===== config.mk =====
export PLATFORM = sky130hd
export DESIGN_NAME = thermostat_average_deadband_core
export DESIGN_NICKNAME = d
export VERILOG_FILES = /design/src/tad_pkg.sv /design/src/tad_avg.sv /design/src/tad_ctrl.sv /design/src/thermostat_average_deadband_core.sv
export SDC_FILE = /design/constraint.sdc
export NUM_CORES = 1
export LEC_CHECK = 0
export BUFFER_PORTS_ARGS = -buffer_cell sky130_fd_sc_hd__buf_2
export CELL_PAD_IN_SITES_DETAIL_PLACEMENT = 0
export CELL_PAD_IN_SITES_GLOBAL_PLACEMENT = 1
export CORE_ASPECT_RATIO = 1.5
export CORE_MARGIN = 4
export CORE_UTILIZATION = 40
export CTS_BUF_LIST = sky130_fd_sc_hd__clkbuf_8 sky130_fd_sc_hd__clkbuf_16
export DETAILED_ROUTE_END_ITERATION = 12
export HOLD_SLACK_MARGIN = 0.05
export PLACE_DENSITY_LB_ADDON = 0.05
export REMOVE_ABC_BUFFERS = 1
export SLEW_MARGIN = 20
export SYNTH_ARGS = -nofsm -noshare
export SYNTH_HDL_FRONTEND = slang
export SYNTH_HIERARCHICAL = 1
export SYNTH_SLANG_ARGS = --single-unit
export TNS_END_PERCENT = 5

===== constraint.sdc =====
create_clock -name clk -period 8.6 [get_ports clk]
set_input_delay 0.86 -clock clk [delete_from_list [all_inputs] [get_ports clk]]
set_output_delay 0.86 -clock clk [all_outputs]
set_load 0.05 [all_outputs]

===== src/tad_pkg.sv =====
`default_nettype none

package tad_pkg;

    // item kinds
    localparam logic [2:0] KIND_SAMPLE = 3'd0;
    localparam logic [2:0] KIND_UP     = 3'd1;
    localparam logic [2:0] KIND_DOWN   = 3'd2;
    localparam logic [2:0] KIND_TICK   = 3'd3;
    localparam logic [2:0] KIND_POWER  = 3'd4;

    // mode codes on the result
    localparam logic [1:0] MODE_OFF = 2'd0;
    localparam logic [1:0] MODE_ON  = 2'd1;
    localparam logic [1:0] MODE_SET = 2'd2;

    // config register indexes
    localparam logic [1:0] CFG_MIN_SETPOINT    = 2'd0;
    localparam logic [1:0] CFG_MAX_SETPOINT    = 2'd1;
    localparam logic [1:0] CFG_SETTING_TIMEOUT = 2'd2;

    localparam logic [7:0]        STEP = 8'd5;
    localparam logic signed [9:0] BAND = 10'sd5;

    localparam logic [7:0] MIN_SETPOINT_RST    = 8'd35;
    localparam logic [7:0] MAX_SETPOINT_RST    = 8'd75;
    localparam logic [7:0] SETTING_TIMEOUT_RST = 8'd5;

    typedef struct packed {
        logic [7:0] min_setpoint;
        logic [7:0] max_setpoint;
        logic [7:0] setting_timeout;
    } cfg_t;

    typedef struct packed {
        logic [1:0] mode;
        logic       heater_on;
        logic       cooler_on;
        logic       heat_led;
        logic       display_on;
        logic [8:0] display_value;
        logic [7:0] setpoint;
        logic [8:0] average_temp;
    } result_t;

endpackage

`default_nettype wire


===== src/tad_avg.sv =====
`default_nettype none

// Sample ring with running sum; mean by reciprocal multiply.
module tad_avg #(
    parameter int NUM_SAMPLES = 10
) (
    input  wire logic       clk,
    input  wire logic       rst_n,
    input  wire logic       sample_en,
    input  wire logic [9:0] raw_reading,
    output logic      [8:0] mean_now,
    output logic      [8:0] last_now
);

    localparam int IDX_W = $clog2(NUM_SAMPLES);
    localparam int SUM_W = 9 + $clog2(NUM_SAMPLES);
    localparam int K     = SUM_W + $clog2(NUM_SAMPLES);
    localparam int PROD_W = SUM_W + K;
    localparam logic [K-1:0] RECIP = K'((1 << K) / NUM_SAMPLES + 1);
    localparam logic [IDX_W-1:0] LAST_IDX = IDX_W'(NUM_SAMPLES - 1);

    logic [8:0]       ring_reg [NUM_SAMPLES];
    logic             filled_reg;
    logic [IDX_W-1:0] idx_reg, idx_next;
    logic [SUM_W-1:0] sum_reg, sum_next;
    logic [8:0]       mean_reg, mean_next;
    logic [8:0]       last_reg;
    logic [8:0]       temp;
    logic [PROD_W-1:0] prod;

    assign temp = raw_reading[9:1];

    always_comb
    begin
        idx_next  = idx_reg;
        sum_next  = sum_reg;
        mean_next = mean_reg;
        prod      = '0;
        if (sample_en)
        begin
            if (!filled_reg)
            begin
                sum_next  = SUM_W'(temp) * SUM_W'(NUM_SAMPLES);
                idx_next  = '0;
                mean_next = temp;
            end
            else
            begin
                sum_next  = sum_reg - SUM_W'(ring_reg[idx_reg]) + SUM_W'(temp);
                idx_next  = (idx_reg == LAST_IDX) ? '0 : idx_reg + 1'b1;
                prod      = PROD_W'(sum_next) * PROD_W'(RECIP);
                mean_next = prod[K+8:K];
            end
        end
    end

    assign mean_now = mean_next;
    assign last_now = sample_en ? temp : last_reg;

    always_ff @(posedge clk or negedge rst_n)
    begin
        if (!rst_n)
        begin
            filled_reg <= 1'b0;
            idx_reg    <= '0;
            sum_reg    <= '0;
            mean_reg   <= '0;
            last_reg   <= '0;
        end
        else if (sample_en)
        begin
            filled_reg <= 1'b1;
            idx_reg    <= idx_next;
            sum_reg    <= sum_next;
            mean_reg   <= mean_next;
            last_reg   <= temp;
        end
    end

    // ring payload, no reset; first sample fills every entry
    always_ff @(posedge clk)
    begin
        if (sample_en)
        begin
            for (int i = 0; i < NUM_SAMPLES; i++)
            begin
                if (!filled_reg || idx_reg == IDX_W'(i))
                begin
                    ring_reg[i] <= temp;
                end
            end
        end
    end

endmodule

`default_nettype wire


===== src/tad_ctrl.sv =====
`default_nettype none

// Mode machine, setpoint, setting timeout and output decode.
module tad_ctrl #(
    parameter int INIT_SETPOINT = 60
) (
    input  wire logic            clk,
    input  wire logic            rst_n,
    input  wire logic            advance,
    input  wire logic [2:0]      kind,
    input  wire logic            blink_phase,
    input  wire tad_pkg::cfg_t   cfg,
    input  wire logic [8:0]      mean_now,
    input  wire logic [8:0]      last_now,
    output tad_pkg::result_t     result
);

    typedef enum logic [1:0] {
        ST_OFF = tad_pkg::MODE_OFF,
        ST_ON  = tad_pkg::MODE_ON,
        ST_SET = tad_pkg::MODE_SET
    } state_t;

    state_t            state_reg, state_next;
    logic [7:0]        desired_reg, desired_next;
    logic [7:0]        idle_reg, idle_next;
    logic              changed;
    logic [8:0]        bump;
    logic signed [9:0] diff;

    always_comb
    begin
        state_next   = state_reg;
        desired_next = desired_reg;
        idle_next    = idle_reg;
        changed      = 1'b0;
        bump         = {1'b0, desired_reg} + {1'b0, tad_pkg::STEP};
        case (kind)
            tad_pkg::KIND_UP, tad_pkg::KIND_DOWN:
            begin
                if (state_reg == ST_ON)
                begin
                    state_next = ST_SET;
                    idle_next  = '0;
                end
                else if (state_reg == ST_SET)
                begin
                    idle_next = '0;
                    if (kind == tad_pkg::KIND_UP && desired_reg < cfg.max_setpoint)
                    begin
                        desired_next = bump[8] ? 8'hFF : bump[7:0];
                        changed      = 1'b1;
                    end
                    else if (kind == tad_pkg::KIND_DOWN && desired_reg > cfg.min_setpoint)
                    begin
                        desired_next = (desired_reg < tad_pkg::STEP) ? '0
                                     : desired_reg - tad_pkg::STEP;
                        changed      = 1'b1;
                    end
                end
            end
            tad_pkg::KIND_TICK:
            begin
                if (state_reg == ST_SET)
                begin
                    idle_next = (idle_reg == 8'hFF) ? idle_reg : idle_reg + 8'd1;
                    if (idle_next >= cfg.setting_timeout)
                    begin
                        state_next = ST_ON;
                    end
                end
            end
            tad_pkg::KIND_POWER:
            begin
                state_next = (state_reg inside {ST_ON, ST_SET}) ? ST_OFF : ST_ON;
            end
            default:
            begin
            end
        endcase
    end

    // output decode on the post-item state
    always_comb
    begin
        diff   = $signed({2'b00, desired_next}) - $signed({1'b0, mean_now});
        result = '0;
        result.mode         = state_next;
        result.setpoint     = desired_next;
        result.average_temp = mean_now;
        case (state_next)
            ST_ON:
            begin
                result.display_on    = 1'b1;
                result.display_value = last_now;
                if (diff >= tad_pkg::BAND)
                begin
                    result.heater_on = 1'b1;
                    result.heat_led  = blink_phase;
                end
                else if (diff <= -tad_pkg::BAND)
                begin
                    result.cooler_on = 1'b1;
                    result.heat_led  = 1'b1;
                end
            end
            ST_SET:
            begin
                result.display_on    = blink_phase | changed;
                result.display_value = {1'b0, desired_next};
            end
            default:
            begin
            end
        endcase
    end

    always_ff @(posedge clk or negedge rst_n)
    begin
        if (!rst_n)
        begin
            state_reg   <= ST_OFF;
            desired_reg <= 8'(INIT_SETPOINT);
            idle_reg    <= '0;
        end
        else if (advance)
        begin
            state_reg   <= state_next;
            desired_reg <= desired_next;
            idle_reg    <= idle_next;
        end
    end

endmodule

`default_nettype wire


===== src/thermostat_average_deadband_core.sv =====
// Water-heater thermostat: moving-average temperature with a +-5 deadband.
// Input channel (in_valid/in_ready) carries one event per beat: a sensor
// sample, an up or down press, a timer tick or a power toggle, with the
// raw reading and the current blink phase. Output channel
// (out_valid/out_ready) returns exactly one result beat per input beat:
// mode, heater/cooler/LED drives, display enable and value, setpoint and
// the running mean.
// The input register feeds one pass through the averager and mode decode
// into the result register. Throughput: one beat per cycle unless the
// receiver stalls; the averager keeps a running sum so the mean costs one
// add/subtract and one constant multiply per sample.
// When the receiver stalls, the result register holds and the input
// register still takes one more beat; in_ready drops after that until
// out_ready returns.
// Reset (rst_n, async low): mode off, setpoint INIT_SETPOINT, config
// registers to 35/75/5, sample ring empty (first sample fills it), both
// channels empty. Config writes (cfg_we) take effect at once; write them
// only while no beat is in flight.
`default_nettype none

module thermostat_average_deadband_core #(
    parameter int NUM_SAMPLES   = 10,
    parameter int INIT_SETPOINT = 60
) (
    input  wire logic       clk,
    input  wire logic       rst_n,
    // config
    input  wire logic       cfg_we,
    input  wire logic [1:0] cfg_index,
    input  wire logic [7:0] cfg_data,
    // event in
    input  wire logic       in_valid,
    output logic            in_ready,
    input  wire logic [2:0] kind,
    input  wire logic [9:0] raw_reading,
    input  wire logic       blink_phase,
    // result out
    output logic            out_valid,
    input  wire logic       out_ready,
    output logic      [1:0] mode,
    output logic            heater_on,
    output logic            cooler_on,
    output logic            heat_led,
    output logic            display_on,
    output logic      [8:0] display_value,
    output logic      [7:0] setpoint,
    output logic      [8:0] average_temp
);

    tad_pkg::cfg_t    cfg_reg;
    tad_pkg::result_t result_next, result_reg;

    logic       stage_valid_reg;
    logic [2:0] kind_reg;
    logic [9:0] raw_reg;
    logic       blink_reg;
    logic       out_valid_reg;
    logic       advance;
    logic       sample_en;
    logic [8:0] mean_now, last_now;

    // stage moves into the result register when that slot is free or draining
    assign advance   = stage_valid_reg && (!out_valid_reg || out_ready);
    assign in_ready  = !stage_valid_reg || advance;
    assign sample_en = advance && (kind_reg == tad_pkg::KIND_SAMPLE);

    always_ff @(posedge clk or negedge rst_n)
    begin
        if (!rst_n)
        begin
            cfg_reg.min_setpoint    <= tad_pkg::MIN_SETPOINT_RST;
            cfg_reg.max_setpoint    <= tad_pkg::MAX_SETPOINT_RST;
            cfg_reg.setting_timeout <= tad_pkg::SETTING_TIMEOUT_RST;
        end
        else if (cfg_we)
        begin
            case (cfg_index)
                tad_pkg::CFG_MIN_SETPOINT:    cfg_reg.min_setpoint    <= cfg_data;
                tad_pkg::CFG_MAX_SETPOINT:    cfg_reg.max_setpoint    <= cfg_data;
                tad_pkg::CFG_SETTING_TIMEOUT: cfg_reg.setting_timeout <= cfg_data;
                default:
                begin
                end
            endcase
        end
    end

    // input stage
    always_ff @(posedge clk or negedge rst_n)
    begin
        if (!rst_n)
        begin
            stage_valid_reg <= 1'b0;
        end
        else if (in_ready)
        begin
            stage_valid_reg <= in_valid;
        end
    end

    always_ff @(posedge clk)
    begin
        if (in_valid && in_ready)
        begin
            kind_reg  <= kind;
            raw_reg   <= raw_reading;
            blink_reg <= blink_phase;
        end
    end

    tad_avg #(
        .NUM_SAMPLES (NUM_SAMPLES)
    ) u_avg (
        .clk         (clk),
        .rst_n       (rst_n),
        .sample_en   (sample_en),
        .raw_reading (raw_reg),
        .mean_now    (mean_now),
        .last_now    (last_now)
    );

    tad_ctrl #(
        .INIT_SETPOINT (INIT_SETPOINT)
    ) u_ctrl (
        .clk         (clk),
        .rst_n       (rst_n),
        .advance     (advance),
        .kind        (kind_reg),
        .blink_phase (blink_reg),
        .cfg         (cfg_reg),
        .mean_now    (mean_now),
        .last_now    (last_now),
        .result      (result_next)
    );

    // result register
    always_ff @(posedge clk or negedge rst_n)
    begin
        if (!rst_n)
        begin
            out_valid_reg <= 1'b0;
        end
        else if (advance)
        begin
            out_valid_reg <= 1'b1;
        end
        else if (out_ready)
        begin
            out_valid_reg <= 1'b0;
        end
    end

    always_ff @(posedge clk)
    begin
        if (advance)
        begin
            result_reg <= result_next;
        end
    end

    assign out_valid     = out_valid_reg;
    assign mode          = result_reg.mode;
    assign heater_on     = result_reg.heater_on;
    assign cooler_on     = result_reg.cooler_on;
    assign heat_led      = result_reg.heat_led;
    assign display_on    = result_reg.display_on;
    assign display_value = result_reg.display_value;
    assign setpoint      = result_reg.setpoint;
    assign average_temp  = result_reg.average_temp;

endmodule

`default_nettype wire


======== After elaboration in Yosys (flattened, before gate mapping) ========
Memories as Yosys holds them, arrays and structs flattened.
Index checks and enable logic that the tools add are counted.
word-level totals
  register bits ........................... 126
  latch bits .............................. 0
  bits in writable memories ............... 90
  ROM bits ................................ 0
  memories kept ........................... 1
memories
  name            words  width  rd ports  clocked after memory_dff  write ports  line           source
  u_avg.ring_reg  10     9      1         0                         10           tad_avg.sv:22  logic [8:0] ring_reg [NUM_SAMPLES];
operators by class
  $add $sub $neg .......................... 7
  multipliers ............................. 2
  divide/modulo/power cells ............... 0
  magnitude comparators ................... 6
  equal/unequal tests ..................... 22
  shifts and indexed selects .............. 0
  mux-type cells .......................... 64
  bitwise operators ....................... 2
  reduce and logical (&&, ||, !) cells .... 32
operators by type and width
  kind                                                                                number
  8-bit two-way mux                                                                   11
  1-bit two-way mux                                                                   40
  9-bit two-way mux                                                                   3
  13-bit by 12-bit multiplier with 24-bit output (second input constant)              1
  10-bit one-hot mux with 2 select lines                                              1
  4-bit by 3-bit equality test with 1-bit output (second input constant)              4
  8-bit one-hot mux with 2 select lines                                               1
  13-bit by 9-bit adder with 13-bit output                                            1
  13-bit two-way mux                                                                  1
  13-bit by 9-bit subtractor with 13-bit output                                       1
  1-bit logical OR                                                                    12
  9-bit by 3-bit multiplier with 12-bit output (second input constant)                1
  10-bit by 4-bit >= comparator with 1-bit output (second input constant)             1
  10-bit by 4-bit less-or-equal comparator with 1-bit output (second input constant)  1
  8-bit by 9-bit subtractor with 10-bit output                                        1
  8-bit by 3-bit adder with 9-bit output (second input constant)                      1
  8-bit by 1-bit adder with 8-bit output (second input constant)                      1
  4-bit by 2-bit equality test with 1-bit output (second input constant)              2
  4-bit equality test (second input constant)                                         2
  8-bit equality test (second input constant)                                         1
  8-bit >= comparator                                                                 1
  8-bit > comparator                                                                  1
  8-bit by 3-bit less-than comparator with 1-bit output (second input constant)       1
  8-bit less-than comparator                                                          1
  other kinds (24)                                                                    44

======== Longest topological paths before layout ========
Gate-level depths: netlist of run 1.
  depth in word-level cells ............... 11
  depth in mapped cells ................... 42
  gate-level depth less buffers ........... 40

======== Cells and area by module ========
The synthesis of run 1 kept the hierarchy.
modules (own cells, without submodules)
  module                            instances  cells each  area an instance (sq um)
  tad_avg                           1          805         9,258.9
  tad_ctrl                          1          405         3,039.2
  thermostat_average_deadband_core  1          107         2,404.8

======== Worst setup path before layout of run 1 ========
OpenSTA, ideal clock, no wires.
  kind .................................... register -> register
  from .................................... register u_avg.idx_reg[0]
  to ...................................... register result_reg, in the netlist heat_led, data pin
  library setup time ...................... 0.254 ns
  arrival time ............................ 9.006 ns
  path slack .............................. -0.660 ns
  stages on the path, launching flop included .. 38
  cells stage by stage .................... dfrtp_1 -> buf_4 -> buf_2 -> mux4_2 -> a211oi_1 -> a21oi_1 -> fa_1 -> fa_1 -> nor2b_1 -> o21ai_1 -> a21oi_1 -> o21a_1 -> nor2_1 -> xnor2_1 -> ha_1 -> inv_1 -> fa_1 -> inv_1 -> [... 2 more ...] -> fa_1 -> ha_1 -> and4_1 -> a21oi_1 -> o2111ai_1 -> a2111oi_1 -> mux2i_1 -> nand2_1 -> inv_1 -> ha_1 -> clkbuf_1 -> o21ai_0 -> o2bb2ai_1 -> a21oi_1 -> xor2_1 -> nor4_1 -> nor3_1 -> a21o_1
between the ends
  longest elaborated chain between the ends .. 10
ends and longest elaborated chain
  element                                                     line                                     source
  from (decl)                                                 tad_avg.sv:24                            logic [IDX_W-1:0] idx_reg, idx_next;
  from (signal assigned)                                      tad_avg.sv:73                            idx_reg <= idx_next;
  memory read 10 x 9 bit (*)                                  --
  13-bit by 9-bit subtractor with 13-bit output (*)           tad_avg.sv:49                            sum_next = sum_reg - SUM_W'(ring_reg[idx_reg]) + SUM_W'(temp);
  13-bit by 9-bit adder with 13-bit output (*)                tad_avg.sv:49
  13-bit by 12-bit multiplier with 24-bit output (*)          tad_avg.sv:51                            prod = PROD_W'(sum_next) * PROD_W'(RECIP);
  9-bit two-way mux (*)                                       tad_avg.sv:41                            if (!filled_reg)
  9-bit two-way mux (*)                                       tad_avg.sv:39                            if (sample_en)
  net mean_now[4]                                             thermostat_average_deadband_core.sv:60   logic [8:0] mean_now, last_now;
  8-bit by 9-bit subtractor with 10-bit output (*)            tad_ctrl.sv:86                           diff = $signed({2'b00, desired_next}) - $signed({1'b0, mean_now});
  10-bit by 4-bit less-or-equal comparator with 1-bit output  tad_ctrl.sv:101                          else if (diff <= -tad_pkg::BAND)
  2-bit two-way mux                                           tad_ctrl.sv:101
  1-bit two-way mux (*)                                       tad_ctrl.sv:96                           if (diff >= tad_pkg::BAND)
  to (signal assigned)                                        thermostat_average_deadband_core.sv:157  result_reg <= result_next;
  to (decl)                                                   thermostat_average_deadband_core.sv:51   tad_pkg::result_t result_next, result_reg;
Mark *: on every way through the listed nets, which the timed path passes. The rest lies on a longest branch.
A chain may end at the register's enable or synchronous reset.

======== Final worst setup path of run 1 ========
Ends and elaborated chain as after synthesis.

==> impl_metrics.yaml, run 1 <==
run_status:
  status: "complete, but fails checks"
  violations: "setup timing"
worst_setup_path:
  rrSetupSlack_ps: -680
  end_kind: "register"
  worstSetupPathType: "register to register"
  worstRegToRegCells: 38
  required_ps: 8870
  critPathMaxFanout: 5
  critPathArrivalTime_ps: 9550
  start_kind: "register"
  cpMaxStageDelayCell: "fa_1"
  slowest_delay_ps: 530
  crit_top_cell: "fa_1"
  r2r-end: "heat_led$_DFFE_PP_"
  r2r-start: "u_avg/idx_reg[0]$_DFFE_PN0P_"
floorplan:
  initial_core_util_pct: 40.70
  io_pins: 63
  die_w_um: 164.4
  fp.dieH_um: 242.6
  die_area_um2: 39870
  placeableCoreArea_um2: 36050
  rows: 85
synth:
  netlist_area_um2: 14670
  syn_avg_cell_area_um2: 11.15
  synth_warnings: 6
  syn_inst: 1316
layout:
  fin_cells: 2022
  final_common_cell: "inv_1"
  drive_above_1_share_pct: 29.49
  mostFrequentLayoutCells: "180 x inv_1, 171 x buf_4, 137 x ha_1, 135 x edfxtp_1, 70 x nand2_1"
  largest_reg_flops: 90
  final_nets: 1762
  final_util_pct: 49.58
  syn_to_final_growth_pct: 21.82
grt:
  grt_usage_pct: 20.14
  antenna_found_initial: 1
  grt_pass1_wl_um: 62380
  overflow: 0
  grt_max_degree: 65
  grt_pass1_vias: 11170
drt:
  viasPerCell: 5.247
  wl_per_cell_um: 19.66
  ant_nets: 0
  wl_um: 39740
  vias: 10610
  drt-initial-drc-count: 455
  first_pass_iters: 5
  drcViolationCount: 0
sta:
  min_period_ps: 9283
  slew_headroom_pct: 26.94
  timing_hold_violations_final: 0
  clock_skew_ps: 12.79
  fmax_mhz: 107.7
  setup_violations: 3
  drv_slew: 0
  worst_pin_slew_ps: 1092
  period_share_pct: 107.9
  worst_slack_ps: -683.3
  rsz0062_at_grt: "yes"
cts:
  clockBufferDepth: 3
  root_buffer: "clkbuf_16"
  clock_latency_ps: 510
  ctsHoldBuffers: 0
  numClockSinks: 215
  cts_tree: "done"
  clk_pin_slew_ps: 60
  h-tree-depth: 1
  numCtsBuffers: 21
place:
  dpl.cell_count: 1961
  hpwl_um: 31130
  port_buffers: 61
  gp_congestion: 0.8624
worst_hold_path:
  worstHoldPathType: "input pin to asynchronous set/reset pin"
run:
  drv_cap: 0
worst max path at each step:
stage	from	to	slack (ps)	cells past startpoint
CTS	u_avg/idx_reg[0]$_DFFE_PN0P_	heat_led$_DFFE_PP_	-630	38
detailed placement	u_avg/idx_reg[0]$_DFFE_PN0P_	heat_led$_DFFE_PP_	-1080	39
floorplan	u_avg/idx_reg[0]$_DFFE_PN0P_	heat_led$_DFFE_PP_	-1300	35
global route	u_avg/idx_reg[0]$_DFFE_PN0P_	heat_led$_DFFE_PP_	-1050	38
finish	u_avg/idx_reg[0]$_DFFE_PN0P_	heat_led$_DFFE_PP_	-680	38
global placement	u_avg/idx_reg[0]$_DFFE_PN0P_	heat_led$_DFFE_PP_	-1060	40
worst max-delay path, delay by kind of cell (launching register included):
kind | cells | cell delay [ps]
and+or+nand+nor | 7 | 1050
adders and majority gates | 10 | 3980
DFF | 1 | 470
muxes | 2 | 640
AOI/OAI and AO/OA | 11 | 1910
buffers and inverters | 5 | 440
xor gates and xnor gates | 3 | 540
metrics by stage:
step                setup TNS [ps]  setup slack (ps)  hold WS (ps)  instance area [um^2]
floorplan                    -3503             -1298         442.8                 14420
global placement             -3054             -1060         458.5                 16520
detailed placement           -3100             -1085         463.1                 16540
CTS                          -1774            -630.5         197.3                 17800
global route                 -3058             -1047         204.3                 17870
finish                       -1917            -683.3         213.2                 17870
routing by layer:
| layer | GRT usage (%) | up-vias | share of wire, % |
|---|---|---|---|
| li1 | - | 5144 | - |
| met1 | 21.49 | 5274 | 37 |
| met2 | 40.13 | 136 | 58 |
| met3 | 2.138 | 54 | 2.4 |
| met4 | 6.610 | 2 | 3.2 |
| met5 | 0 | - | 0.033 |
what timing repair did:
action	in CTS	in global routing
buffers inserted	20	2
setup endpoints to repair	3	4
gates resized for setup	81	12
pin swaps	68	10
cell type report:
cell class / count / area, um^2
Timing Repair Buffer: 240 / 1715
Clock inverter: 16 / 127.6
Fill cell: 3332 / 18180
Clock buffer: 22 / 539.3
Multi-Input combinational cell: 869 / 8139
Antenna cell: 1 / 2.502
Sequential cell: 215 / 6073
Inverter: 181 / 679.4
Tap cell: 478 / 598.1
Power of run 1 is left out: the tool's default activity adds up to more than one toggle a clock period on the data nets, which glitch-free logic cannot reach.
==> run 2, diff against run 1 <==
--- a/config.mk
+++ b/config.mk
@@ -9,10 +9,11 @@
 export CELL_PAD_IN_SITES_DETAIL_PLACEMENT = 0
 export CELL_PAD_IN_SITES_GLOBAL_PLACEMENT = 1
 export CORE_ASPECT_RATIO = 1.5
-export CORE_MARGIN = 4
+export CORE_MARGIN = 3
 export CORE_UTILIZATION = 40
 export CTS_BUF_LIST = sky130_fd_sc_hd__clkbuf_8 sky130_fd_sc_hd__clkbuf_16
 export DETAILED_ROUTE_END_ITERATION = 12
+export GPL_TIMING_DRIVEN = 0
 export HOLD_SLACK_MARGIN = 0.05
 export PLACE_DENSITY_LB_ADDON = 0.05
 export REMOVE_ABC_BUFFERS = 1
@@ -21,4 +22,4 @@
 export SYNTH_HDL_FRONTEND = slang
 export SYNTH_HIERARCHICAL = 1
 export SYNTH_SLANG_ARGS = --single-unit
-export TNS_END_PERCENT = 5
+export TNS_END_PERCENT = 10
==> impl_metrics.yaml, run 2 (synthesis results as in run 1) <==
grt:
  antenna_found_initial: 0
  grt_max_degree: 59
  grt_pass1_vias: 10690
  grt_usage_pct: 19.45
  grt_pass1_wl_um: 58990
  overflow: 0
floorplan:
  io_pins: 63
  fp.dieH_um: 240.6
  placeableCoreArea_um2: 36050
  rows: 85
  initial_core_util_pct: 40.70
  die_area_um2: 39060
  die_w_um: 162.4
worst_setup_path:
  critPathMaxFanout: 5
  r2r-end: "heat_led$_DFFE_PP_"
  crit_top_cell: "buf_4"
  slowest_delay_ps: 570
  cpMaxStageDelayCell: "fa_2"
  worstRegToRegCells: 40
  end_kind: "register"
  path_buf_inv: 11
  start_kind: "register"
  cp_top_family: "adder cells"
  critPathArrivalTime_ps: 9730
  r2r-start: "u_avg/idx_reg[0]$_DFFE_PN0P_"
  rrSetupSlack_ps: -870
  worstSetupPathType: "register to register"
  required_ps: 8860
layout:
  final_nets: 1627
  nFillCells: 3382
  syn_to_final_growth_pct: 16.92
  mostFrequentLayoutCells: "177 x inv_1, 135 x edfxtp_1, 132 x ha_1, 69 x nand2_1, 65 x dfrtp_1"
  largest_reg_flops: 90
  drive_above_1_share_pct: 23.72
  diodes: 0
  final_common_cell: "inv_1"
drt:
  dr_wl_met2_um: 21770
  drt-initial-drc-count: 352
  wl_per_cell_um: 19.93
  ant_nets: 0
  top_layer: "met4"
  viasPerCell: 5.335
  drcViolationCount: 0
  wl_met3_um: 943
  wl_um: 37580
  first_pass_iters: 5
  vias: 10060
  m1WireLength_um: 13510
place:
  port_buffers: 61
  gp_congestion: 0.8310
  place_ws_ps: -2650
  hpwl_um: 28240
sta:
  min_period_ps: 9472
  fmax_mhz: 105.6
  rsz0062_at_grt: "yes"
  worst_pin_slew_ps: 1103
  worst_slack_ps: -872.2
  whs_ps: 201.6
  drv_slew: 0
  timing_hold_violations_final: 0
  slew_headroom_pct: 26.49
  period_share_pct: 110.1
  clock_skew_ps: 19.76
  setup_violations: 3
cts:
  cts_tree: "done"
  clockBufferDepth: 3
  numClockSinks: 215
  clock_latency_ps: 520
  root_buffer: "clkbuf_16"
  clk_pin_slew_ps: 70
  numCtsBuffers: 21
  h-tree-depth: 1
run:
  drv_cap: 0
run_status:
  status: "complete, but fails checks"
  violations: "setup timing"
worst_hold_path:
  worstHoldPathType: "input pin to asynchronous set/reset pin"
[run 2: cell count changes in the layout (fill, tap and decap cells not counted), sizes merged]
cell      change
diode         -1
inv           -3
clkinvlp      +1
clkinv        +2
buf         -137
bufbuf        +1
clkbuf        +1
[run 2: worst max-delay path by stage]
stage	start	end	slack [ps]	cells after the start
after floorplan	u_avg/idx_reg[0]$_DFFE_PN0P_	heat_led$_DFFE_PP_	-1300	35
after global placement	u_avg/idx_reg[0]$_DFFE_PN0P_	heat_led$_DFFE_PP_	-3720	33
after detailed placement	u_avg/idx_reg[1]$_DFFE_PN0P_	heat_led$_DFFE_PP_	-2650	35
after CTS	u_avg/idx_reg[0]$_DFFE_PN0P_	heat_led$_DFFE_PP_	-870	37
after global routing	u_avg/idx_reg[0]$_DFFE_PN0P_	heat_led$_DFFE_PP_	-1250	38
final	u_avg/idx_reg[0]$_DFFE_PN0P_	heat_led$_DFFE_PP_	-870	40
[run 2: repair_timing]
action,4_1_cts,5_1_grt
buffers inserted,35,2
setup endpoints to repair,21,3
resized for setup,118,11
cloned,2,0
hold endpoints to repair,0,0
pin swaps,60,13
hold buffers,0,0
[run 2: area by class of cell]
cell class | instances | area, um^2 | share of cell area (%)
clock buffers | 22 | 539.3 | 3.143
clock inverters | 16 | 136.4 | 0.7950
inverters | 181 | 679.4 | 3.960
multi-input cells | 869 | 8342 | 48.63
flip-flops and latches | 215 | 6080 | 35.44
well taps | 478 | 598.1 | 3.486
repair buffers | 105 | 780.7 | 4.551
[run 2: through the flow]
| step | cell area [um^2] | cells | util (%) | setup TNS [ps] |
|---|---|---|---|---|
| 2_1_floorplan | 14420 | 1265 | - | -3503 |
| 3_3_place_gp | 15330 | 1804 | 42.51 | -39530 |
| 3_5_place_dp | 15430 | 1808 | 42.80 | -18620 |
| 4_1_cts | 17060 | 1883 | 47.32 | -2204 |
| 5_1_grt | 17160 | 1886 | 47.58 | -3448 |
| 6_report | 17160 | 1886 | 47.58 | -2254 |
[run 2: layer usage]
metal | global-route usage, % | up-vias
met5 | 0 | -
met4 | 7.501 | 0
met2 | 39.38 | 164
li1 | - | 4879
met3 | 1.854 | 54
met1 | 20.27 | 4964
Power of run 2 is left out for the same reason.
